$ cat src/ptpm_pkg.sv
`timescale 1ns / 1ps
// Shared types and constants for the permutation trie prefix matcher.
// Used by ptpm_ctrl, ptpm_dpath and permutation_trie_prefix_match; no dependencies.
package ptpm_pkg;

	// Default sizing handed to the top-level parameters.
	localparam int MAX_LEN_DEF   = 10;
	localparam int MAX_NODES_DEF = 4096;

	// Fixed field widths.
	localparam int KIND_W  = 2;
	localparam int VALUE_W = 4;
	localparam int PLEN_W  = 4;

	// Configuration register map.
	localparam int            PADDR_W      = 3;
	localparam logic          REG_PERM_LEN = 1'b0;
	localparam logic [PLEN_W-1:0] PERM_LEN_RST = 4'd10;

	typedef enum logic [KIND_W-1:0] {
		KIND_INSERT = 2'd0,
		KIND_QUERY  = 2'd1,
		KIND_CLEAR  = 2'd2
	} kind_t;

	// Commands from the controller to the datapath.
	typedef struct packed {
		logic accept;
		logic q_eval;
		logic inv_load;
		logic i_read;
		logic i_eval;
		logic sweep;
	} cmd_t;

	// Status from the datapath to the controller.
	typedef struct packed {
		kind_t kind;
		logic  last;
		logic  q_stall;
		logic  ins_end;
		logic  sweep_done;
	} sts_t;

endpackage

$ cat src/ptpm_ctrl.sv
`timescale 1ns / 1ps
// Controller state machine of the permutation trie prefix matcher.
// Depends on ptpm_pkg for the command, status and kind types.
module ptpm_ctrl (
	input  logic            clk,
	input  logic            arst_n,
	input  logic            in_valid,
	input  ptpm_pkg::sts_t  sts,
	output logic            in_ready,
	output ptpm_pkg::cmd_t  cmd
);

	typedef enum logic [2:0] {
		ST_SWEEP,
		ST_IDLE,
		ST_QEVAL,
		ST_INV,
		ST_IRD,
		ST_IEVAL
	} state_t;

	state_t state_q;

	always_ff @(posedge clk or negedge arst_n) begin
		if (!arst_n) begin
			state_q <= ST_SWEEP;
		end else begin
			case (state_q)
				ST_SWEEP: begin
					if (sts.sweep_done) state_q <= ST_IDLE;
				end
				ST_IDLE: begin
					if (in_valid) begin
						case (sts.kind)
							ptpm_pkg::KIND_INSERT: begin
								if (sts.last) state_q <= ST_INV;
							end
							ptpm_pkg::KIND_QUERY: state_q <= ST_QEVAL;
							ptpm_pkg::KIND_CLEAR: state_q <= ST_SWEEP;
							default: state_q <= ST_IDLE;
						endcase
					end
				end
				ST_QEVAL: begin
					if (!sts.q_stall) state_q <= ST_IDLE;
				end
				ST_INV:  state_q <= ST_IRD;
				ST_IRD:  state_q <= ST_IEVAL;
				ST_IEVAL: begin
					state_q <= sts.ins_end ? ST_IDLE : ST_IRD;
				end
				default: state_q <= ST_IDLE;
			endcase
		end
	end

	assign in_ready     = (state_q == ST_IDLE);
	assign cmd.accept   = (state_q == ST_IDLE) && in_valid;
	assign cmd.q_eval   = (state_q == ST_QEVAL) && !sts.q_stall;
	assign cmd.inv_load = (state_q == ST_INV);
	assign cmd.i_read   = (state_q == ST_IRD);
	assign cmd.i_eval   = (state_q == ST_IEVAL);
	assign cmd.sweep    = (state_q == ST_SWEEP);

endmodule

$ cat config.mk
export PLATFORM = sky130hd
export DESIGN_NAME = ptpm_ctrl
export DESIGN_NICKNAME = d
export VERILOG_FILES = /design/src/ptpm_pkg.sv /design/src/ptpm_ctrl.sv
export SDC_FILE = /design/constraint.sdc
export NUM_CORES = 1
export LEC_CHECK = 0
export ABC_AREA = 1
export BUFFER_PORTS_ARGS = -buffer_cell sky130_fd_sc_hd__buf_2
export CAP_MARGIN = 40
export CORE_AREA = 2 2 39 41
export DETAILED_ROUTE_END_ITERATION = 6
export DIE_AREA = 0 0 41 43
export GPL_TIMING_DRIVEN = 0
export SLEW_MARGIN = 20
export SYNTH_ARGS = -nofsm -noshare
export SYNTH_HDL_FRONTEND = slang
export SYNTH_SLANG_ARGS = --single-unit
$ cat constraint.sdc
create_clock -name clk -period 1.75 [get_ports clk]
set_input_delay 0.2625 -clock clk [delete_from_list [all_inputs] [get_ports clk]]
set_output_delay 0.2625 -clock clk [all_outputs]
set_load 0.01 [all_outputs]
-- Yosys cells after proc, flatten, opt, wreduce, memory -nomap -nowiden
Cells that the tools add are included.
- memories: 0
- bits in latches: 0
- memory bits (read-only): 0
- bits in writable memories: 0
- bits in registers: 3
- output and inout port bits: 7
- multiply operators: 0
- reduce and logical (&&, ||, !) cells: 6
- $add $sub $neg: 0
- equal/unequal tests: 11
- shift operators: 0
- bitwise logic cells: 0
- order comparisons: 0
- mux-type cells: 7
- divide/modulo/power cells: 0
- operator list (cell ; count):
    $pmux 3 s6 ; 1
    $mux 3 ; 5
    $pmux 3 s3 ; 1
    $eq 3x2->1 const B ; 2
    $eq 3x3->1 const B ; 2
    $ne 2x2->1 const B ; 3
    $reduce_and 4->1 ; 1
    $eq 3x1->1 const B ; 1
    $logic_not 3->1 ; 1
    $ne 3x3->1 const B ; 1
    $eq 2x1->1 const B ; 1
    $eq 2x2->1 const B ; 1
    $logic_and 1x1->1 ; 2
    $logic_not 2->1 ; 1
    $logic_not 1->1 ; 1

-- Logic depth before layout (Yosys ltp)
Gate-level depths: netlist of run 1.
- depth in word-level cells: 4
- depth in mapped cells: 7

-- Worst setup path before layout of run 1
OpenSTA, ideal clock, no wires.
- path kind: reg2out
- start point: register state_q[1]
- end point: output cmd[5] in the netlist's numbering
- required time: 1487 ps
- data arrival time: 866 ps
- setup slack: 622 ps
- buffers on the path: 0
- cell stages (with the launch flop): 4
- cell sequence: dfrtp_1 inv_2 nand2_2 nor3b_1
- RTL lines (element ; line ; text):
    start: declaration ; ptpm_ctrl.sv:22 ; state_t state_q;
    start signal: assignment ; ptpm_ctrl.sv:50 ; state_q <= sts.ins_end ? ST_IDLE : ST_IRD;
    end: declaration ; ptpm_ctrl.sv:10 ; output ptpm_pkg::cmd_t cmd

==> results.json, run 1 <==
{
  "syn_area_sq_um": 277.8,
  "fmax_ghz": 0.6856,
  "cts_setup_buffers": 0,
  "ys_ff_latch": 3,
  "grt_pass1_wl_um": 1193,
  "numPortBuffers": 15,
  "core-area_sq_um": 1384,
  "status": "finished, final reports clean",
  "antenna_found_initial": 0,
  "root_buffer": "clkbuf_4",
  "start_kind": "flop",
  "syn_to_final_growth_pct": 47.30,
  "required_ps": 1490,
  "first_global_vias": 348,
  "antenna_cells": 0,
  "post-route-util": 0.2957,
  "drt_first_pass_iters": 4,
  "synth_top_area_cell": "dfrtp_1",
  "gp_congestion": 0.7858,
  "start_util": 0.2007,
  "hold_path.class": "in2async",
  "final_hold_viol_count": 0,
  "tritoncts": "done",
  "vias_per_cell": 4.308,
  "yosysWarnings": 0,
  "grt_max_degree": 9,
  "synth_xor_area_frac": 0,
  "crit_fanout": 5,
  "hpwl_um": 542.7,
  "cp_slowest_cell": "dfrtp_1",
  "synthSimpleGateAreaFrac": 0.4009,
  "synth_nets": 53,
  "rsz0062_at_grt": "false",
  "final_nets": 74,
  "postRouteAntennaNets": 0,
  "fin_crit_sh": 0.8334,
  "rows": 14,
  "clk_pin_slew_worst_paths_ps": 40,
  "vias": 336,
  "setup_viol": 0,
  "clock_path_buffers": 2,
  "relSlewSlack": 0.8518,
  "critPathArrivalTime_ps": 1200,
  "insertion_delay_ps": 230,
  "powerDensity_nw_per_um2": 1670,
  "drive_gt1_frac": 0.3871,
  "synthCells": 42,
  "synth_top_area_share": 0.2703,
  "power.leakage_nw": 0.2443,
  "critPathKind": "reg2out",
  "numCtsBuffers": 3,
  "top_level_ports": 16,
  "tns_ps": 0,
  "worst_path_largest_cell_delay_ps": 430,
  "drtIter0Drc": 8,
  "htree_levels": 1,
  "total_power_mw": 0.6831,
  "grt-ovfl-total": 0,
  "ir_drop_mv": 0.4724,
  "synth_top_family_by_area": "simple AND/OR/NAND/NOR gates",
  "die_h_um": 43,
  "synth_area_leaders": "dfrtp_1, inv_1, ha_1",
  "synthAdderAreaFrac": 0.09009,
  "die_w_um": 41,
  "fin_worst_skew_ps": 3.324,
  "grt.total_usage": 0.1078,
  "die_area_sq_um": 1763,
  "avgSynthCellArea_sq_um": 6.613,
  "routed_wirelength_um": 665,
  "worst_pin_slew_ps": 220.6,
  "largest-register": "state_q",
  "fillers": 150,
  "cp-end-kind": "output pin",
  "synth_seq_area_share": 0.2703,
  "yosysUniqueCellTypes": 17,
  "reg_top3": "state_q: 3 flops",
  "drc": 0,
  "finalCriticalPeriod_ps": 1459,
  "crit_path_cell_trace": "inv_1 -> nand2_1 -> nor3_1 -> buf_2",
  "slew_violations": 0,
  "wl_per_cell_um": 8.526,
  "synth_compound_area_frac": 0.09009,
  "largest_reg_flops": 3,
  "clock-sinks": 3,
  "synthMuxAreaShare": 0,
  "drv_cap": 0
}
-- critical path, delay by kind of cell, from the launching register on --
family	cells	cell delay (ps)
and+or+nand+nor	2	220
DFF	1	430
buffers and inverters	2	310
-- cells in the mapped netlist --
cell type  count
nand2_1        6
dfrtp_1        3
nor2_2         1
inv_1          8
o21ai_1        2
nand3_2        1
buf_4          1
inv_2          1
a21oi_1        1
nor3_1         3
ha_1           2
o21ai_0        2
nand2_2        2
nor3b_1        1
nor2_1         4
nand3_1        3
nand3b_1       1
-- worst paths after layout --
kind / start / endpoint / slack, ps / depth (start not counted)
setup / recovery: state_q[2] / cmd[4] / 290 / 4
hold / removal: arst_n / state_q[2] / 350 / 2
setup reg to reg: state_q[1] / state_q[0] / 690 / 6
hold reg to reg: state_q[2] / state_q[0] / 680 / 3
max in group asynchronous: arst_n / state_q[1] / 1290 / 2
min in group clk: sts[2] / state_q[1] / 360 / 3
-- kinds of logic after synthesis --
kind of cell	Yosys count
compound gates	5
flops	3
buf+inv	10
fa+ha+maj	2
simple gates	22
-- layer usage --
layer	global-route usage	up-vias	share of wire
met3	0.03141	4	0.063
met1	0.1169	142	0.42
met5	0	-	0
li1	-	171	-
met4	0.1533	0	0.044
met2	0.1313	19	0.48
-- final cells by class --
| type | count | area, sq um | area share |
|---|---|---|---|
| plain buffers | 1 | 7.507 | 0.01835 |
| repair buffers | 16 | 85.08 | 0.2080 |
| multi-input cells | 29 | 161.4 | 0.3945 |
| inverters | 9 | 33.78 | 0.08257 |
| flip-flops and latches | 3 | 75.07 | 0.1835 |
| well taps | 16 | 20.02 | 0.04893 |
| clock buffers | 4 | 26.28 | 0.06422 |
-- through the flow --
stage                     worst slack, ps  instances  instance area, sq um  hold slack (ps)
after global placement              561.7         73                 372.9            59.15
after global routing                164.5         78                 409.1            352.5
after floorplan                     621.8         42                 277.8           -33.09
final                               291.5         78                 409.1            350.3
after CTS                           290.9         78                 409.1            350.8
after detailed placement            545.2         73                 372.9            59.44
-- report_power, final --
group | internal (mW) | switching, mW
clock | 0.0855 | 0.0370
sequential | 0.105 | 0.0392
combinational | 0.167 | 0.250
total | 0.357 | 0.326
-- cell usage in the layout, fill, tap and decap left out, drive strengths merged --
| cell | synthesis | routed |
|---|---|---|
| buf | 1 | 16 |
| inv | 9 | 9 |
| nand2 | 8 | 8 |
| nor2 | 5 | 5 |
| nand3 | 4 | 4 |
| clkbuf | 0 | 4 |
| o21ai | 4 | 4 |
| nor3 | 3 | 3 |
| dfrtp | 3 | 3 |
| ha | 2 | 2 |
| nor3b | 1 | 1 |
| a21oi | 1 | 1 |
| nand3b | 1 | 1 |
| dlygate4sd3 | 0 | 1 |
-- timing repair --
item / in CTS / in global routing
setup endpoints to repair: 0 / 0
hold buffers: 1 / 0
endpoints found under the hold margin: 3 / 0
resized for setup: 0 / 0
(Power assumes the default switching activity.)
==> inputs of run 2 (changes only) <==
==> constraint.sdc (replaced) <==
create_clock -name clk -period 1.37 [get_ports clk]
set_input_delay 0.2055 -clock clk [delete_from_list [all_inputs] [get_ports clk]]
set_output_delay 0.2055 -clock clk [all_outputs]
set_load 0.01 [all_outputs]
==> run 2 against run 1 <==
Clock power grew 28%; sequential share of layout area is 0.78 points lower; flip-flop and latch count unchanged; power is 41% higher; register-to-register slack got worse by 380 ps; cell count grew 1.3%; largest power group unchanged; highest routed layer unchanged; via count fell by 0.60%; clock skew decreased by 2.9 ps; non-clock buffer count rose by 1; critical path type unchanged.
==> results.json, run 2 (synthesis gave the netlist of run 1 again) <==
{
  "cp_slowest_cell": "dfrtp_2",
  "tritoncts": "done",
  "post-route-util": 0.3192,
  "hpwl_um": 542.7,
  "holdWs_ps": 294.2,
  "slew_violations": 0,
  "core-area_sq_um": 1384,
  "powerDensity_nw_per_um2": 2173,
  "r2r_cells": 6,
  "insertion_delay_ps": 230,
  "routed_wirelength_um": 696,
  "fmax_ghz": 0.7399,
  "fin_worst_skew_ps": 0.3814,
  "syn_to_final_growth_pct": 59.01,
  "rr_startpoint": "state_q[1]",
  "clock_path_buffers": 2,
  "vias": 334,
  "die_w_um": 41,
  "vias_per_cell": 4.228,
  "reg_top3": "state_q: 3 flops",
  "worst_pin_slew_ps": 164.5,
  "critPathArrivalTime_ps": 1150,
  "rrSetupSlack_ps": 310,
  "relSlewSlack": 0.8892,
  "die_area_sq_um": 1763,
  "r2r-end": "state_q[0]",
  "first_global_vias": 348,
  "grt_pass1_wl_um": 1193,
  "postRouteAntennaNets": 0,
  "grt_max_degree": 9,
  "crit_path_cell_trace": "inv_2 -> nand2_4 -> nor3b_2 -> buf_2",
  "finalCriticalPeriod_ps": 1352,
  "required_ps": 1160,
  "gp_congestion": 0.7858,
  "path_delay_family": "flip-flops",
  "numCtsBuffers": 3,
  "numPortBuffers": 15,
  "hold_path.class": "in2async",
  "rows": 14,
  "antenna_cells": 0,
  "start_util": 0.2007,
  "die_h_um": 43,
  "crit_fanout": 6,
  "largest_reg_flops": 3,
  "rsz0062_at_grt": "true",
  "antenna_found_initial": 0,
  "clock-sinks": 3,
  "drive_gt1_frac": 0.4921,
  "final_nets": 75,
  "grt.total_usage": 0.1078,
  "fin_crit_sh": 0.9865,
  "total_power_mw": 0.9600,
  "mostFrequentLayoutCells": "buf_2, inv_1, nand2_1",
  "htree_levels": 1,
  "critPathKind": "reg2out",
  "drc": 0,
  "drt_first_pass_iters": 4,
  "drv_cap": 0,
  "cp-end-kind": "output pin",
  "setup_viol": 0,
  "top_level_ports": 16,
  "root_buffer": "clkbuf_4",
  "largest-register": "state_q",
  "final_common_cell": "buf_2",
  "start_kind": "flop",
  "ir_drop_mv": 0.7214,
  "grt-ovfl-total": 0,
  "power.leakage_nw": 0.2548,
  "drtIter0Drc": 5,
  "crit_buf_inv": 2,
  "final_hold_viol_count": 0,
  "clk_pin_slew_worst_paths_ps": 40,
  "wl_per_cell_um": 8.810,
  "status": "finished, final reports clean",
  "worst_path_largest_cell_delay_ps": 440
}
[run 2: cell types whose count changed in the layout (fill, tap and decap cells not counted), sizes merged]
cell / before / now
buf: 16 / 17
[run 2: cell type report]
class                           count  area, sq um
Tap cell                           16        20.02
Timing Repair Buffer               17        92.59
Sequential cell                     3        77.57
Buffer                              1        7.507
Multi-Input combinational cell     29        181.4
Fill cell                         148        942.2
Clock buffer                        4        26.28
Inverter                            9        36.28
[run 2: through the flow]
step / area [sq um] / TNS (ps) / cells / worst slack [ps]
2_1_floorplan: 277.8 / 0 / 42 / 298.8
3_3_place_gp: 372.9 / 0 / 73 / 238.7
4_1_cts: 410.4 / 0 / 78 / 10.63
5_1_grt: 441.7 / -108.4 / 79 / -58.53
3_5_place_dp: 372.9 / 0 / 73 / 222.2
6_report: 441.7 / 0 / 79 / 18.48
[run 2: timing repair]
item | CTS | global route
buffers inserted | 0 | 1
pin swaps | 0 | 1
hold endpoints to repair | 3 | 0
resized for setup | 2 | 6
setup endpoints to repair | 2 | 5
hold buffers | 1 | 0
[run 2: how the worst max path moves through the flow]
stage                    start      to  slack, ps  cells past startpoint
floorplan           state_q[1]  cmd[5]        300                      3
global placement    state_q[2]  cmd[4]        240                      4
detailed placement  state_q[2]  cmd[4]        220                      4
CTS                 state_q[1]  cmd[5]         10                      4
global route        state_q[1]  cmd[5]        -60                      4
finish              state_q[1]  cmd[5]         20                      4
[run 2: power breakdown]
group,switching (mW),internal (mW),total [mW]
Clock,0.0465,0.109,0.156
Combinational,0.362,0.251,0.612
Sequential,0.0522,0.140,0.192
[run 2: metal layers]
metal  vias to the layer above  part of all wire  routed length [um]  global-route usage
met5                         -                 0                   0                   0
met4                         0             0.027                  19              0.1533
met3                         2             0.057                  40             0.03141
met2                        15              0.48                 335              0.1313
met1                       142              0.43                 300              0.1169
li1                        175                 -                   -                   -
[run 2: worst register-to-register path: cells and delay by family (launching register included)]
kind | cells | cell delay [ps]
and+or+nand+nor | 4 | 330
AOI/OAI and AO/OA | 1 | 60
DFF | 1 | 440
buffers and inverters | 1 | 100
==> inputs of run 3 (changes only) <==
--- a/config.mk
+++ b/config.mk
@@ -5,7 +5,7 @@
 export SDC_FILE = /design/constraint.sdc
 export NUM_CORES = 1
 export LEC_CHECK = 0
-export ABC_AREA = 1
+export ABC_AREA = 0
 export BUFFER_PORTS_ARGS = -buffer_cell sky130_fd_sc_hd__buf_2
 export CAP_MARGIN = 40
 export CORE_AREA = 2 2 39 41
==> run 3 against run 2 <==
The run now ends with negative setup slack left; routed wire length increased by 15%; critical path depth is the same; count of clock-buffer cells in the layout unchanged; maximum frequency down 3.0%; sequential share of layout area decreased by 2.5 points; worst hold slack worse by 21 ps; utilization rose by 4.6 points; global-route usage grew 0.78 points; critical path type unchanged; critical endpoint unchanged; largest power group unchanged.
==> results.json, run 3 <==
{
  "die_h_um": 43,
  "synthCells": 35,
  "vias_per_cell": 4.355,
  "wl_per_cell_um": 10.51,
  "postRouteAntennaNets": 0,
  "cp_slowest_cell": "dfrtp_1",
  "clock_path_buffers": 2,
  "holdWs_ps": 273.2,
  "root_buffer": "clkbuf_4",
  "synth_seq_area_share": 0.2542,
  "synth_top_area_share": 0.2542,
  "pwr-share-comb": 0.634,
  "final_hold_viol_count": 0,
  "finalCriticalPeriod_ps": 1394,
  "synth_edf_count": 0,
  "drive_gt1_frac": 0.5167,
  "synth_nets": 46,
  "start_kind": "flop",
  "pwr-share-clk": 0.169,
  "largest-register": "state_q",
  "critPathKind": "reg2out",
  "p_int_mw": 0.5703,
  "ir_drop_mv": 0.6199,
  "synth_top_area_cell": "dfrtp_1",
  "fin_crit_sh": 1.017,
  "violations": "negative setup slack",
  "drtIter0Drc": 6,
  "setup_slack_ps": -23.85,
  "seqPwrFrac": 0.197,
  "final_nets": 72,
  "top_level_ports": 16,
  "reg_top3": "state_q: 3 flops",
  "rows": 14,
  "synth_common_cells": "inv_1, dfrtp_1",
  "hpwl_um": 504.4,
  "fmax_ghz": 0.7174,
  "fillers": 153,
  "synth_ff_type": "dfrtp_1",
  "htree_levels": 1,
  "vias": 331,
  "drv_cap": 0,
  "power.leakage_nw": 0.2614,
  "fin_worst_skew_ps": 3.071,
  "total_power_mw": 0.9219,
  "syn_area_sq_um": 295.3,
  "start_util": 0.2134,
  "status": "finished, violations left",
  "yosysUniqueCellTypes": 24,
  "post-route-util": 0.3653,
  "p_switching_mw": 0.3516,
  "core-area_sq_um": 1384,
  "die_area_sq_um": 1763,
  "grt-ovfl-total": 0,
  "grt_max_degree": 9,
  "required_ps": 1160,
  "syn_to_final_growth_pct": 71.19,
  "ys_ff_latch": 3,
  "avgSynthCellArea_sq_um": 8.437,
  "setup_viol": 1,
  "antenna_cells": 0,
  "powerDensity_nw_per_um2": 1824,
  "crit_fanout": 5,
  "clock-sinks": 3,
  "antenna_found_initial": 0,
  "rsz0062_at_grt": "true",
  "numCtsBuffers": 3,
  "grt.total_usage": 0.1156,
  "gp_congestion": 0.7065,
  "yosysWarnings": 0,
  "insertion_delay_ps": 230,
  "mostFrequentLayoutCells": "buf_2, inv_1, buf_4",
  "first_global_vias": 337,
  "tritoncts": "done",
  "hold_path.class": "in2reg",
  "worst_path_largest_cell_delay_ps": 390,
  "critPathArrivalTime_ps": 1190,
  "crit_path_cell_trace": "buf_6 -> nor3b_4 -> and2_1 -> buf_2",
  "final_common_cell": "buf_2",
  "die_w_um": 41,
  "cp-end-kind": "output pin",
  "numPortBuffers": 15,
  "async_reset_ff_frac": 1.000,
  "drc": 0,
  "grt_pass1_wl_um": 1324,
  "synth_area_leaders": "dfrtp_1, ha_1, inv_1",
  "synth.most_common_cell": "inv_1",
  "dp_slack_ps": 91.32,
  "slew_violations": 0,
  "relSlewSlack": 0.7833,
  "routed_wirelength_um": 799,
  "swShare": 0.3814,
  "clk_pin_slew_worst_paths_ps": 40,
  "largest_reg_flops": 3,
  "worst_pin_slew_ps": 324.2,
  "drt_first_pass_iters": 3
}
==> run 3: path summary, 6_finish.rpt <==
path	endpoint	startpoint	depth (start not counted)	slack (ps)
worst max-delay path	cmd[5]	state_q[0]	4	-20
worst min-delay path	state_q[2]	sts[1]	4	270
worst max register to register	state_q[0]	state_q[2]	3	180
worst min register to register	state_q[1]	state_q[2]	2	700
max in group asynchronous	state_q[2]	arst_n	2	950
min in group asynchronous	state_q[1]	arst_n	2	300
==> run 3: per-layer routing <==
layer	track usage	vias to the layer above	wire (um)
met3	0.03141	0	36
li1	-	171	-
met2	0.1688	11	392
met4	0.1000	0	0
met5	0	-	0
met1	0.1290	149	369
==> run 3: critical path: cells and delay by family, from the launching register on <==
kind | cells | cell delay [ps]
flip-flops | 1 | 390
AND/OR/NAND/NOR | 2 | 290
buffers and inverters | 2 | 270
==> run 3: cell families after synthesis <==
family	share of synthesized area
and+or+nand+nor	0.3433
buffers and inverters	0.1356
AOI/OAI and AO/OA	0.1483
DFF	0.2542
adders and majority gates	0.08473
muxes	0.03390
==> run 3: timing repair <==
item                       4_1_cts  5_1_grt
pin swaps                        3        1
gates resized for setup          9        2
buffers inserted                 5        0
hold buffers                     1        0
cloned                           1        0
hold endpoints to repair         3        0
setup endpoints to repair        3        5
==> run 3: final cells by class <==
class	instances	area [sq um]	area share
flip-flops and latches	3	76.32	0.1510
repair buffers	22	133.9	0.2649
plain buffers	2	22.52	0.04455
clock buffers	4	26.28	0.05198
well taps	16	20.02	0.03960
inverters	5	18.77	0.03713
multi-input cells	24	207.7	0.4109
==> run 3: through the flow <==
stage                     std cells  setup TNS, ps  instance area (sq um)
after floorplan                  35              0                  295.3
final                            76         -23.85                  505.5
after CTS                        76         -78.99                  499.2
after detailed placement         66              0                  390.4
after global placement           66              0                  390.4
after global routing             76         -167.9                  505.5
==> run 3: power groups by stage <==
stage / clock, mW / combinational (mW) / sequential, mW
after floorplan: 0 / 0.296 / 0.138
after global routing: 0.173 / 0.639 / 0.187
after global placement: 0 / 0.421 / 0.142
after detailed placement: 0 / 0.425 / 0.141
after CTS: 0.166 / 0.575 / 0.182
final: 0.156 / 0.585 / 0.181
